## config.mk

```make
export PLATFORM = sky130hd
export DESIGN_NAME = sacl_stats
export DESIGN_NICKNAME = d
export VERILOG_FILES = /design/src/hdl/sacl_pkg.sv /design/src/hdl/sacl_stats.sv
export SDC_FILE = /design/constraint.sdc
export NUM_CORES = 1
export LEC_CHECK = 0
export ABC_CLOCK_PERIOD_IN_PS = 3700
export BUFFER_PORTS_ARGS = -buffer_cell sky130_fd_sc_hd__buf_2
export CAP_MARGIN = 20
export CORE_MARGIN = 2
export CORE_UTILIZATION = 30
export CTS_BUF_LIST = sky130_fd_sc_hd__clkbuf_4
export DETAILED_ROUTE_END_ITERATION = 10
export GPL_TIMING_DRIVEN = 0
export HOLD_SLACK_MARGIN = 0.15
export PLACE_DENSITY_LB_ADDON = 0.25
export SYNTH_ARGS = -nofsm -noshare
export SYNTH_HDL_FRONTEND = slang
export SYNTH_SLANG_ARGS = --single-unit
```

## constraint.sdc

```tcl
create_clock -name clock -period 3.7 [get_ports clock]
set_input_delay 0.37 -clock clock [delete_from_list [all_inputs] [get_ports clock]]
set_output_delay 0.37 -clock clock [all_outputs]
set_load 0.02 [all_outputs]
```

## src/hdl/sacl_pkg.sv

```systemverilog
package sacl_pkg;

   // Default sizes of the tag store
   localparam int MAX_WAYS_DEF = 4;
   localparam int MAX_SETS_DEF = 64;

   // Field widths
   localparam int ADDR_W     = 32;
   localparam int TAG_W      = 32;
   localparam int CNT_W      = 32;
   localparam int TIME_W     = 48;
   localparam int OFFSET_W   = 4;
   localparam int INDEX_W    = 3;
   localparam int WAYS_W     = 3;
   localparam int PENALTY_W  = 10;
   localparam int CSR_ADDR_W = 2;
   localparam int CSR_DATA_W = 10;
   localparam int RSP_PAD_W  = 7;
   localparam int RSP_DATA_W = 1 + 3 * CNT_W + TIME_W + RSP_PAD_W;

   // Register indexes on the configuration port
   localparam logic [CSR_ADDR_W-1:0] CSR_OFFSET_LEN = 2'd0;
   localparam logic [CSR_ADDR_W-1:0] CSR_INDEX_LEN  = 2'd1;
   localparam logic [CSR_ADDR_W-1:0] CSR_WAYS       = 2'd2;
   localparam logic [CSR_ADDR_W-1:0] CSR_PENALTY    = 2'd3;

   // Register values after reset
   localparam logic [OFFSET_W-1:0]  OFFSET_LEN_RST = 4'd5;
   localparam logic [INDEX_W-1:0]   INDEX_LEN_RST  = 3'd6;
   localparam logic [WAYS_W-1:0]    WAYS_RST       = 3'd1;
   localparam logic [PENALTY_W-1:0] PENALTY_RST    = 10'd50;

   // Request kinds
   localparam logic ACT_LOOKUP = 1'b0;
   localparam logic ACT_CLEAR  = 1'b1;

   typedef enum logic [1:0] {
      ST_IDLE,
      ST_LOOKUP,
      ST_SWEEP
   } state_type;

   // One way of one set in the tag store
   typedef struct packed {
      logic             valid;
      logic [TAG_W-1:0] tag;
   } entry_type;

   // Update command for the statistics counters
   typedef struct packed {
      logic clear;
      logic count;
      logic hit;
   } stat_cmd_type;

   typedef struct packed {
      logic [TIME_W-1:0] miss_time;
      logic [CNT_W-1:0]  miss_count;
      logic [CNT_W-1:0]  hit_count;
      logic [CNT_W-1:0]  access_count;
   } stat_type;

endpackage

```

## src/hdl/sacl_stats.sv

```systemverilog
module sacl_stats (
   input  logic                              clock,
   input  logic                              reset,
   input  sacl_pkg::stat_cmd_type            cmd,
   input  logic [sacl_pkg::PENALTY_W-1:0]    penalty,
   output sacl_pkg::stat_type                stats_next
);
   import sacl_pkg::*;

   stat_type          stats_ff;
   stat_type          stats_in;
   logic [TIME_W:0]   time_sum;

   always_comb begin
      stats_in = stats_ff;
      time_sum = {1'b0, stats_ff.miss_time} + (TIME_W + 1)'(penalty);
      if (cmd.clear) begin
         stats_in = '0;
      end else if (cmd.count) begin
         if (stats_ff.access_count != '1) begin
            stats_in.access_count = stats_ff.access_count + 1'b1;
         end
         if (cmd.hit) begin
            if (stats_ff.hit_count != '1) begin
               stats_in.hit_count = stats_ff.hit_count + 1'b1;
            end
         end else begin
            if (stats_ff.miss_count != '1) begin
               stats_in.miss_count = stats_ff.miss_count + 1'b1;
            end
            stats_in.miss_time = time_sum[TIME_W] ? '1 : time_sum[TIME_W-1:0];
         end
      end
   end

   always_ff @(posedge clock) begin
      if (reset) begin
         stats_ff <= '0;
      end else begin
         stats_ff <= stats_in;
      end
   end

   assign stats_next = stats_in;

endmodule
```

==> results.txt <==
status = finished clean
Worst Tran Pin Value = 0.771 ns
largest net degree at the start of global routing = 17
Synth area leaders = dfxtp_1 (35%), nor2_1 (14%), xnor2_1 (8.6%)
Final min period = 3.55 ns
Clock Skew = 0.0202 ns
switching share of power = 0.274
drt first-iter violations = 587
Largest regs = stats_ff x144
Starting Density = 0.305
internal power = 2.18 mW
Seq pwr share = 0.520
post-route ant nets = 0
asr flop ratio synth = 0
post-synth top area share = 0.351
CTS Buf Count = 17
Nets = 1328
die area = 0.0287 mm2
# clock sinks = 144
setup slack after layout = 0.148 ns
count of cell types in the netlist = 57
port buffer count = 158
first-pass GRT wire length = 41600 um
CTS tree = done
r2r worst-path depth = 10
Synth Instances = 1109
vias per std cell = 5.17
prevailing post-synth register cell = dfxtp_1
Non-Filler Instances = 1655
post-synthesis area per instance = 7.41 um2
Biggest register = stats_ff
register area share after synthesis = 0.351
core area = 0.0270 mm2
yosys warns = 0
commonest non-fill, non-tap cell in the layout = nor2_1
Die X = 170 um
Post-route DRC = 0
post-route total power = 3.00 mW
Overflow after GRT = 0
clock power share = 0.409
Largest register FFs = 144
Hold Slack = 0.222 ns
CP bufs+invs = 1
max_cap viols = 0
Levels on crit path = 8
Critical Path Sink Type = output port
peak supply drop = 0.170 mV
Leak = 3.67 nW
critical path arrival = 3.18 ns
Synth Cell Area = 0.00822 mm2
maximum clock path buffer count = 2
Critical-path top delay cell = a2111oi_1
Slew Limit Fails = 0
cell family with most CP delay = compound AO/OA/AOI/OAI gates
min-delay worst type = primary input to register
endpoints failing setup = 0
Detailed Routing Iterations Pass 1 = 5
overall routing resource usage = 0.180
post-place instance area = 0.00944 mm2
Synthesized Nets = 1138
Synth Register Bits = 144
Final Hold Fails = 0
Comb pwr share = 0.071
CP Cell Sequence = ha_1 -> nand2_1 -> o21ai_1 -> a32oi_1 -> a2111oi_1 -> mux2i_1 -> nor2_1 -> buf_2
area grow syn2layout = 23.1%
Die H = 170 um
PD cells = 297 mW/mm2
slowest cell delay on critical path = 0.59 ns
Hold Path Cell Cnt = 4
f_max = 0.281 GHz
I/O pin total = 159
Detail Placement HPWL = 19300 um
share of layout cells above drive strength 1 = 0.191
Final period util = 0.960
critical path type = register to output port
type of origin of the critical path = register
Worst Path Max Fanout = 7
fill cell count = 2914
Psw = 0.823 mW
FP Rows = 60
Final Instance Area = 0.0101 mm2
vias in the first global route = 7937
H-tree depth = 4
CP required = 3.33 ns
Skew-Pair Late Insertion Delay = 0.56 ns
DP Worst Slack = -0.0489 ns
WL final = 26100 um
CTS clk-pin slew, worst paths = 0.14 ns
Synth area leader = dfxtp_1
normalized max-slew margin = 0.486
unrepaired setup endpoints after global routing = true
Cells after DPL = 1609
most frequent cells in the layout = nor2_1 (308), buf_2 (164), dfxtp_1 (143)
initial antenna violation count = 1
WL/cell = 15.8 um
Post-synth EDFFs = 0
GP Congestion = 0.877
vias = 8551
CTS root buf = clkbuf_4
-- tightest hold or removal path, stage by stage --
cell	delay, ns
buf_2	0.08
ha_1	0.12
o22ai_1	0.07
nor2_1	0.10
-- power groups by stage --
stage | Clock, mW | Combinational [mW] | Sequential, mW
6_report | 1.23 | 0.214 | 1.56
5_1_grt | 1.34 | 0.238 | 1.56
4_1_cts | 1.27 | 0.205 | 1.56
3_5_place_dp | 0 | 0.200 | 1.59
3_3_place_gp | 0 | 0.199 | 1.59
2_1_floorplan | 0 | 0.129 | 1.59
-- cells in the mapped netlist (all sizes together), types with 13 or more instances --
library cell	n
and4	15
and3	20
dfxtp	144
inv	20
nand4	39
ha	13
nand3	45
a21oi	23
nor4	29
xnor2	81
clkbuf	45
mux2i	24
nand2	73
nor2	308
xor2	18
o21ai	34
nor3	78
-- stage by stage --
stage,util,TNS (ns)
global placement,0.350,-0.0749
finish,0.375,0
detailed placement,0.350,-0.0945
global route,0.375,-0.194
CTS,0.366,-0.0482
floorplan,-,0
-- cell type report --
type	count	area (um2)	share of cell area
Multi-Input combinational cell	893	5270	0.521
Clock buffer	18	135	0.0134
Sequential cell	144	2880	0.285
Clock inverter	14	204	0.0202
Inverter	20	75.1	0.00742
Buffer	51	221	0.0219
Timing Repair Buffer	172	895	0.0884
Antenna cell	2	5.00	0.000495
Tap cell	341	427	0.0422
-- cell families after synthesis --
kind of cell | after synthesis | synth area share
adder cells (fa/ha/maj) | 14 | 0.0222
AO/OA/AOI/OAI | 107 | 0.0848
multiplexers | 24 | 0.0292
XOR/XNOR | 99 | 0.105
flip-flops | 144 | 0.351
buffers and inverters | 72 | 0.0339
AND/OR/NAND/NOR | 649 | 0.374
-- worst paths after layout --
kind	startpoint	slack, ns	end
worst max-delay path	stats_ff[103]	0.15	stats_next[137]
worst min-delay path	penalty[0]	0.22	stats_ff[96]
worst max register to register	stats_ff[96]	1.10	stats_ff[110]
worst min register to register	stats_ff[104]	0.56	stats_ff[104]
-- per-layer routing --
| layer | GRT usage | up-vias | wire length (um) |
|---|---|---|---|
| li1 | - | 4263 | - |
| met1 | 0.243 | 4033 | 12200 |
| met2 | 0.291 | 234 | 12200 |
| met3 | 0.0394 | 21 | 1430 |
| met4 | 0.0498 | 0 | 348 |
| met5 | 0 | - | 0 |
-- timing repair --
item | in CTS | in global routing
pin swaps | 2 | 4
gates cloned | 0 | 1
setup endpoints to repair | 46 | 77
hold buffers | 2 | 0
resized for setup | 21 | 37
endpoints found under the hold margin | 2 | 0
setup buffers | 3 | 7
(Power assumes the default switching activity.)
