==> src/hdl/sacl_pkg.sv <==
package sacl_pkg;

   // Default sizes of the tag store
   localparam int MAX_WAYS_DEF = 4;
   localparam int MAX_SETS_DEF = 64;

   // Field widths
   localparam int ADDR_W     = 32;
   localparam int TAG_W      = 32;
   localparam int CNT_W      = 32;
   localparam int TIME_W     = 48;
   localparam int OFFSET_W   = 4;
   localparam int INDEX_W    = 3;
   localparam int WAYS_W     = 3;
   localparam int PENALTY_W  = 10;
   localparam int CSR_ADDR_W = 2;
   localparam int CSR_DATA_W = 10;
   localparam int RSP_PAD_W  = 7;
   localparam int RSP_DATA_W = 1 + 3 * CNT_W + TIME_W + RSP_PAD_W;

   // Register indexes on the configuration port
   localparam logic [CSR_ADDR_W-1:0] CSR_OFFSET_LEN = 2'd0;
   localparam logic [CSR_ADDR_W-1:0] CSR_INDEX_LEN  = 2'd1;
   localparam logic [CSR_ADDR_W-1:0] CSR_WAYS       = 2'd2;
   localparam logic [CSR_ADDR_W-1:0] CSR_PENALTY    = 2'd3;

   // Register values after reset
   localparam logic [OFFSET_W-1:0]  OFFSET_LEN_RST = 4'd5;
   localparam logic [INDEX_W-1:0]   INDEX_LEN_RST  = 3'd6;
   localparam logic [WAYS_W-1:0]    WAYS_RST       = 3'd1;
   localparam logic [PENALTY_W-1:0] PENALTY_RST    = 10'd50;

   // Request kinds
   localparam logic ACT_LOOKUP = 1'b0;
   localparam logic ACT_CLEAR  = 1'b1;

   typedef enum logic [1:0] {
      ST_IDLE,
      ST_LOOKUP,
      ST_SWEEP
   } state_type;

   // One way of one set in the tag store
   typedef struct packed {
      logic             valid;
      logic [TAG_W-1:0] tag;
   } entry_type;

   // Update command for the statistics counters
   typedef struct packed {
      logic clear;
      logic count;
      logic hit;
   } stat_cmd_type;

   typedef struct packed {
      logic [TIME_W-1:0] miss_time;
      logic [CNT_W-1:0]  miss_count;
      logic [CNT_W-1:0]  hit_count;
      logic [CNT_W-1:0]  access_count;
   } stat_type;

endpackage

==> src/hdl/sacl_way_match.sv <==
module sacl_way_match #(
   parameter int MAX_WAYS = sacl_pkg::MAX_WAYS_DEF
) (
   input  sacl_pkg::entry_type [MAX_WAYS-1:0]                  row,
   input  logic [sacl_pkg::TAG_W-1:0]                          tag,
   input  logic [$clog2(MAX_WAYS + 1)-1:0]                     ways_eff,
   input  logic [((MAX_WAYS > 1) ? $clog2(MAX_WAYS) : 1)-1:0] ptr,
   output logic                                                hit,
   output logic [((MAX_WAYS > 1) ? $clog2(MAX_WAYS) : 1)-1:0] ptr_next,
   output sacl_pkg::entry_type [MAX_WAYS-1:0]                  new_row
);
   import sacl_pkg::*;

   localparam int WAY_W = (MAX_WAYS > 1) ? $clog2(MAX_WAYS) : 1;

   logic [WAY_W-1:0] way;
   logic [WAY_W:0]   way_plus;

   // All ways in use are compared at once.
   always_comb begin
      hit = 1'b0;
      for (int w = 0; w < MAX_WAYS; w++) begin
         if (w < int'(ways_eff) && row[w].valid && row[w].tag == tag) begin
            hit = 1'b1;
         end
      end
   end

   // A pointer left beyond the ways in use after a shrink refills way 0.
   always_comb begin
      way      = (int'(ptr) < int'(ways_eff)) ? ptr : '0;
      way_plus = {1'b0, way} + 1'b1;
      ptr_next = (way_plus == (WAY_W + 1)'(ways_eff)) ? '0 : way_plus[WAY_W-1:0];
      new_row  = row;
      new_row[way] = '{valid: 1'b1, tag: tag};
   end

endmodule

==> config.mk <==
export PLATFORM = sky130hd
export DESIGN_NAME = sacl_way_match
export DESIGN_NICKNAME = d
export VERILOG_FILES = /design/src/hdl/sacl_pkg.sv /design/src/hdl/sacl_way_match.sv
export SDC_FILE = /design/constraint.sdc
export NUM_CORES = 1
export LEC_CHECK = 0
export BUFFER_PORTS_ARGS = -buffer_cell sky130_fd_sc_hd__buf_2
export CORE_AREA = 5 5 116 118
export DETAILED_ROUTE_END_ITERATION = 8
export DIE_AREA = 0 0 121 123
export GPL_TIMING_DRIVEN = 0
export SLEW_MARGIN = 40
export SYNTH_ARGS = -nofsm -noshare
export SYNTH_HDL_FRONTEND = slang
export SYNTH_SLANG_ARGS = --single-unit
==> constraint.sdc <==
create_clock -name vclk -period 1.73
set_input_delay 0.0865 -clock vclk [all_inputs]
set_output_delay 0.0865 -clock vclk [all_outputs]
set_load 0.1 [all_outputs]
==> run summary, run 1 <==
The checks that failed: negative setup slack. On the final layout, the worst hold slack is 0.559 ns. The remaining design rule violation count came out at 0.

Cells with a size suffix above 1 make up 75.3% of the layout. The vertical die dimension came out at 123 µm. The number of cells produced by synthesis came out at 379.

Sorting the synthesized cells by how often they occur yields sky130_fd_sc_hd__mux2_2 (99), sky130_fd_sc_hd__xor2_1 (68), sky130_fd_sc_hd__xnor2_1 (63). The count of nets after finishing is 851. The pin count of the biggest net entering global routing is 11. After floorplanning, the core was sized to cover 12400 µm². At the end of routability-driven placement, the weighted congestion stood at between 0.8 and 0.9. The final critical-path share of the clock period came out at 108%. The worst-case headroom to the max-slew limit is 69.1%. The initial core utilization came out at 27.4%. The run finished, with violations left. The post-detailed-route via-to-cell ratio is 5.12. The met3 usage came out at 5.03%. The count of warnings emitted by yosys is 0. The data arrival time of the critical path came out at 1.79 ns. The largest area contributor in the netlist is sky130_fd_sc_hd__mux2_2.

The aggregate global routing overflow is 0. The placed instance count came out at 822. Per report_power, the clock group accounts for 0% of the total. The floorplan step defined a die boundary enclosing 14900 µm². The final core utilization is about 70%.

The routed layout has roughly 4400 vias. The total setup violations reported at the end of the flow is 122. The portion of the post-synthesis area used by sequential elements came out at 0%. The wire length of the first global-routing pass is between 30 and 40 mm. By area the synthesized netlist is led by sky130_fd_sc_hd__mux2_2 (33%), sky130_fd_sc_hd__xor2_1 (18%), sky130_fd_sc_hd__xnor2_1 (16%), sky130_fd_sc_hd__mux2_4 (13%), sky130_fd_sc_hd__clkbuf_1 (4.0%). The half-perimeter wire length after placement came out at 16.0 mm. The top-area cell type share of the netlist area came out at roughly 33%. The initial antenna violation count came out at 1. Once layout is complete, the cells apart from fillers number 850. The count of fill cells added during filler insertion is 829. The power spent charging and discharging nets came out at 3.12 mW.

The internal power of the cells is 2.06 mW. The total number of sequential cells came out at 0. The width of the chip came out at between 100 and 150 µm.

The length of the first detailed-routing pass in iterations is 4. The post-detailed-routing wire length is ~23 mm. The post-detailed-route wirelength per cell came out at about 27 µm.

The count of port buffers added during placement came out at 271. The post-layout worst setup margin is -0.143 ns. The number of different library cells in the post-synthesis netlist is 27. Setup repair after global routing could not meet its margin everywhere. The power share of the sequential group is 0%. Summing all multi-input logic gate instances after layout gives 3750 µm².

The minimum clock period after layout is 1.87 ns. The first routing iteration left approximately 180 violations. The worst setup path is launched from an input port. The pin slew with the least headroom to its limit came out at 0.462 ns.

Counting every net in the synthesized netlist gives 551. The number of global-route vias before repair is roughly 4800. The cell area after synthesis is 3390 µm². The global-route usage over all layers is between 20% and 30%.

The detail route stage leaves a number of antenna-violating nets equal to 0. The number of pins with negative max-slew slack in the final report came out at 0. The hold violation total from the final report was 0. The maximum ir drop on the vdd rail came out at 0.000396 V. The highest achievable clock rate is 534 MHz.

The met1 layer usage reported by global route is between 30% and 40%. The required time of the critical path is 1.64 ns. From synthesis to final layout, the design area changed by 152%.

The total leakage power came out at 4.01 nW. The power consumption came out at 5.18 mW. The footprint of the flip-flops and latches is 0 µm². The share of total power dissipated in combinational logic is 100.0%. The total negative setup slack came out at -9.36 ns. The highest fanout seen on the critical path is 8. Clock buffers in the final layout number 0. Net switching is 60.2% of the power.

For this design the ratio of total power to cell area is around 610 nW/µm². The met2 layer usage reported by global route is a little over half. The site row count came out at 41. The global routing stage identified its most utilized layer as met2. The number of max-cap violations is 0.

The mean cell area of the mapped netlist came out at approximately 8.9 µm². The I/O pin count is 304. The class of the most critical hold timing path is in2out.

sky130_fd_sc_hd__mux2_2 is the most common cell in the netlist. The type of destination of the critical path is a primary output. The critical path in this run is classified as in2out.
-- cells in the final DEF, fill, tap and decap left out, types with 2 or more instances in the layout --
cell type	Yosys	layout
sky130_fd_sc_hd__clkbuf_4	0	3
sky130_fd_sc_hd__nor4_4	0	3
sky130_fd_sc_hd__ha_4	0	3
sky130_fd_sc_hd__a31oi_4	0	2
sky130_fd_sc_hd__nand4_1	17	17
sky130_fd_sc_hd__buf_16	0	2
sky130_fd_sc_hd__nand3_1	7	7
sky130_fd_sc_hd__clkbuf_16	0	18
sky130_fd_sc_hd__or3_1	2	2
sky130_fd_sc_hd__buf_4	0	12
sky130_fd_sc_hd__clkbuf_8	0	13
sky130_fd_sc_hd__xor2_2	0	4
sky130_fd_sc_hd__xor2_4	0	2
sky130_fd_sc_hd__mux2_4	29	122
sky130_fd_sc_hd__xnor2_1	63	61
sky130_fd_sc_hd__nand2b_2	0	2
sky130_fd_sc_hd__buf_6	1	18
sky130_fd_sc_hd__nor4_2	0	8
sky130_fd_sc_hd__clkbuf_2	1	3
sky130_fd_sc_hd__xor2_1	68	62
sky130_fd_sc_hd__inv_2	0	2
sky130_fd_sc_hd__mux2_2	99	6
sky130_fd_sc_hd__nor3_1	3	3
sky130_fd_sc_hd__buf_8	0	6
sky130_fd_sc_hd__nor4_1	20	9
sky130_fd_sc_hd__or2_4	0	2
sky130_fd_sc_hd__buf_2	6	132
sky130_fd_sc_hd__nand2b_1	4	2
sky130_fd_sc_hd__buf_12	3	140
-- layout make-up --
cell class         count  share of cell area, %
multi-input cells    326                   43.8
well taps            172                   2.52
plain buffers         44                   8.32
diodes                 1                 0.0293
inverters              4                  0.263
repair buffers       303                   45.1
-- power groups by stage --
stage / sequential, mW / combinational, mW / clock, mW
5_1_grt: 0 / 5.30 / 0.0000000773
2_1_floorplan: 0 / 3.11 / 0
3_5_place_dp: 0 / 3.80 / 0
4_1_cts: 0 / 5.01 / 0
3_3_place_gp: 0 / 3.78 / 0
6_report: 0 / 5.18 / 0.0000000774
-- repair_timing --
action                     in CTS  in global routing
pin swaps                      19                 18
setup endpoints to repair     135                133
cloned                          9                  3
hold buffers                    0                  0
resized for setup             567                 86
buffers inserted               18                  6
-- per-layer routing --
| layer | vias up | wire length [µm] |
|---|---|---|
| li1 | 1927 | - |
| met1 | 2140 | 8250 |
| met2 | 247 | 12100 |
| met3 | 39 | 1710 |
| met4 | 0 | 715 |
| met5 | - | 0 |
-- worst paths after layout --
kind | start | end | slack (ns) | cells after the start
hold / removal | row[32] | new_row[32] | 0.56 | 3
setup / recovery | ways_eff[1] | new_row[5] | -0.14 | 10
-- logic make-up (layout without fill, tap and decap cells) --
group / Yosys count / in the layout / synth area share (%)
compound gates: 7 / 7 / 1.48
simple gates: 57 / 57 / 10.1
mux: 128 / 128 / 45.7
other cells: 0 / 1 / 0
fa+ha+maj: 3 / 3 / 1.11
xor+xnor: 131 / 131 / 33.8
buf+inv: 53 / 351 / 7.79
-- metrics by stage --
step / instance area [µm²] / setup WS [ns]
2_1_floorplan: 4080 / -0.124
3_3_place_gp: 5650 / -0.644
3_5_place_dp: 5650 / -0.693
4_1_cts: 8210 / -0.165
5_1_grt: 8550 / -0.195
6_report: 8550 / -0.143
-- critical path, cell delays in order --
cell                        delay (ns)
sky130_fd_sc_hd__buf_12           0.09
sky130_fd_sc_hd__inv_8            0.03
sky130_fd_sc_hd__ha_4             0.25
sky130_fd_sc_hd__a21oi_2          0.05
sky130_fd_sc_hd__o21ai_2          0.15
sky130_fd_sc_hd__buf_4            0.15
sky130_fd_sc_hd__ha_4             0.25
sky130_fd_sc_hd__clkbuf_16        0.21
sky130_fd_sc_hd__mux2_4           0.33
sky130_fd_sc_hd__buf_12           0.17
Power figures use the tool's default switching activity.
==> inputs of run 2 (changes only) <==
Settings changed: BUFFER_PORTS_ARGS -buffer_cell sky130_fd_sc_hd__buf_2 to default, CORE_AREA 5 5 116 118 to 5 5 115 117, DIE_AREA 0 0 121 123 to 0 0 120 122, DONT_BUFFER_PORTS from default to 1.
Clock period 1.73 ns to 1.95 ns, I/O delays scaled along.
==> run summary, run 2 (synthesis gave the netlist of run 1 again) <==
The number of max-cap violations was 0 (unchanged). The site row count came out at 41 (unchanged). The met3 usage came out at 4.27% (-0.76 points). The total leakage power came to 1.80 nW (-55%). The global-route usage over all layers is 22.2% (-5.4 points). The half-perimeter wire length after placement is 14.8 mm (-7.4%). The worst setup path is launched from an input port. The vertical die dimension is 122 µm (-0.81%). The fraction of final layout cells with drive strength greater than 1 was 55.1% (-20 points). The highest fanout seen on the critical path is 10 (+2). The hold-fix buffer count after cts came out at 0 (unchanged). The final critical-path share of the clock period is 101%.

The total area of multi-input combinational cells is 3600 µm² (-3.8%). The initial core utilization is 27.7% (+0.23 points). The checks that failed: negative setup slack.

The pin count of the biggest net entering global routing is 11 (unchanged). The highest achievable clock rate is 508 MHz. The aggregate global routing overflow came out at 0 (unchanged). The total number of sequential cells is 0 (unchanged).

The core area is 12300 µm² (-0.83%). The met1 layer usage reported by global route came out at 27.8% (-3.2 points). The remaining design rule violation count came to 0 (unchanged).

The total setup violations reported at the end of the flow came to 12 (-90%). The worst-case headroom to the max-slew limit is 48.5% (-21 points). The I/O pin count came out at 304 (unchanged).

The count of port buffers added during placement is 0 (-100%). The worst hold path stage count came to 1 (-2). The flow ran to the end, but the final reports show violations. The data arrival time of the critical path is 1.87 ns (+0.08 ns). The count of fill cells added during filler insertion came to 1217 (+47%). The count of routing violations after the opening detailed-route iteration is 129 (-29%). The width of the chip came out at 120 µm (-0.83%). The required time of the critical path is 1.85 ns (+0.21 ns). Setup repair after global routing could not meet its margin everywhere. The hold violation total from the final report came out at 0 (unchanged). The count of clock-net buffers in the final layout came out at 0 (unchanged). The wire length of the first global-routing pass is 23.9 mm (-22%). The total power density per cell area came to 702 nW/µm² (+16%). The instance area at placement came out at 3700 µm² (-35%).

The routability congestion estimate from global placement is 0.806 (-1.7%). The most heavily used metal layer in global routing is met2. The post-detailed-route wirelength per cell is 33.6 µm (+25%). The count of nets after finishing is 557 (-35%). The critical path in this run is classified as in2out.

The minimum clock period after layout is 1.97 ns. The worst hold margin came out at 0.482 ns (-0.0766 ns). In the layout the commonest cells are sky130_fd_sc_hd__mux2_4 (103), sky130_fd_sc_hd__xor2_1 (67), sky130_fd_sc_hd__xnor2_1 (61). The number of global-route vias before repair is 3436 (-28%). The maximum ir drop on the vdd rail was 0.000336 V (-15%). The library cell used most frequently in the layout, excluding fill and tap cells, is sky130_fd_sc_hd__mux2_4. STA classifies the critical path endpoint as a primary output. The post-layout worst setup margin came out at -0.0194 ns (+0.124 ns).

The worst hold path begins at row[131]. For hold timing, the worst endpoint is new_row[131]. The path class of the tightest hold or removal check is in2out. The area of all placed cells without fillers came out at 4330 µm² (-49%).

The final antenna diode count came out at 0 (-1). The initial antenna violation count is 0 (-1). The length of the first detailed-routing pass in iterations was 4 (unchanged).

The number of pins with negative max-slew slack in the final report came out at 0 (unchanged). The antenna violation net count after detailed routing is 0 (unchanged). The area of the die came out at 14600 µm² (-1.6%). The number of vias in the routed layout is 3082 (-29%). The met2 layer usage reported by global route came to 40.0% (-13 points). Compared with the post-synthesis result, the final layout area differs by 27.7%. The power consumption came to 3.04 mW (-41%). In this run the worst setup path begins at ways_eff[1].

The post-detailed-routing wire length is 17.9 mm (-21%). The pin slew with the least headroom to its limit came out at 0.774 ns (+0.312 ns). The post-detailed-route via-to-cell ratio came out at 5.78 (+13%). The footprint of the flip-flops and latches is 0 µm² (unchanged).

The total negative setup slack is -0.0888 ns (+9.28 ns).
## run 2: cell types whose count changed in the layout (fill, tap and decap cells not counted), sizes merged
cell	delta
diode	-1
clkbuf	-1
buf	-293
## run 2: cell type report
cell class	count	area share, %
Timing Repair Buffer	5	1.33
Multi-Input combinational cell	326	83.2
Inverter	4	0.347
Tap cell	150	4.33
Buffer	48	10.7
## run 2: where the power goes
part           leakage, nW  switching (mW)  internal, mW  total [mW]
Combinational         1.80            2.37         0.670        3.04
Sequential               0               0             0           0
Clock                    0               0             0           0
## run 2: metrics by stage
stage | utilization (%) | setup slack, ns | std cells
5_1_grt | 35.3 | -0.0535 | 533
2_1_floorplan | - | -0.0746 | 379
4_1_cts | 34.8 | -0.0168 | 533
3_3_place_gp | 29.9 | -0.809 | 529
3_5_place_dp | 30.2 | -0.600 | 530
6_report | 35.3 | -0.0194 | 533
## run 2: what timing repair did
item                       in CTS  in global routing
resized for setup             138                 13
buffers inserted                4                  0
setup endpoints to repair      99                 37
pin swaps                      20                  2
## run 2: critical path: stages
cell and delay [ns]:
sky130_fd_sc_hd__inv_2 0.03, sky130_fd_sc_hd__ha_4 0.26, sky130_fd_sc_hd__nor2_1 0.04, sky130_fd_sc_hd__o21a_2 0.23, sky130_fd_sc_hd__nand2b_1 0.07, sky130_fd_sc_hd__buf_2 0.23, sky130_fd_sc_hd__buf_4 0.31, sky130_fd_sc_hd__mux2_2 0.60
## run 2: metal layers
metal  up-vias  share of wire [%]
met5         -                  0
met4         0                1.7
met3        14                8.2
met2       211                 50
met1      1524                 40
li1       1333                  -
## run 2: how the worst max path moves through the flow
stage,endpoint,slack [ns]
after floorplan,new_row[25],-0.07
after global placement,hit,-0.81
after detailed placement,new_row[12],-0.60
after CTS,new_row[64],-0.02
after global routing,new_row[63],-0.05
final,new_row[47],-0.02
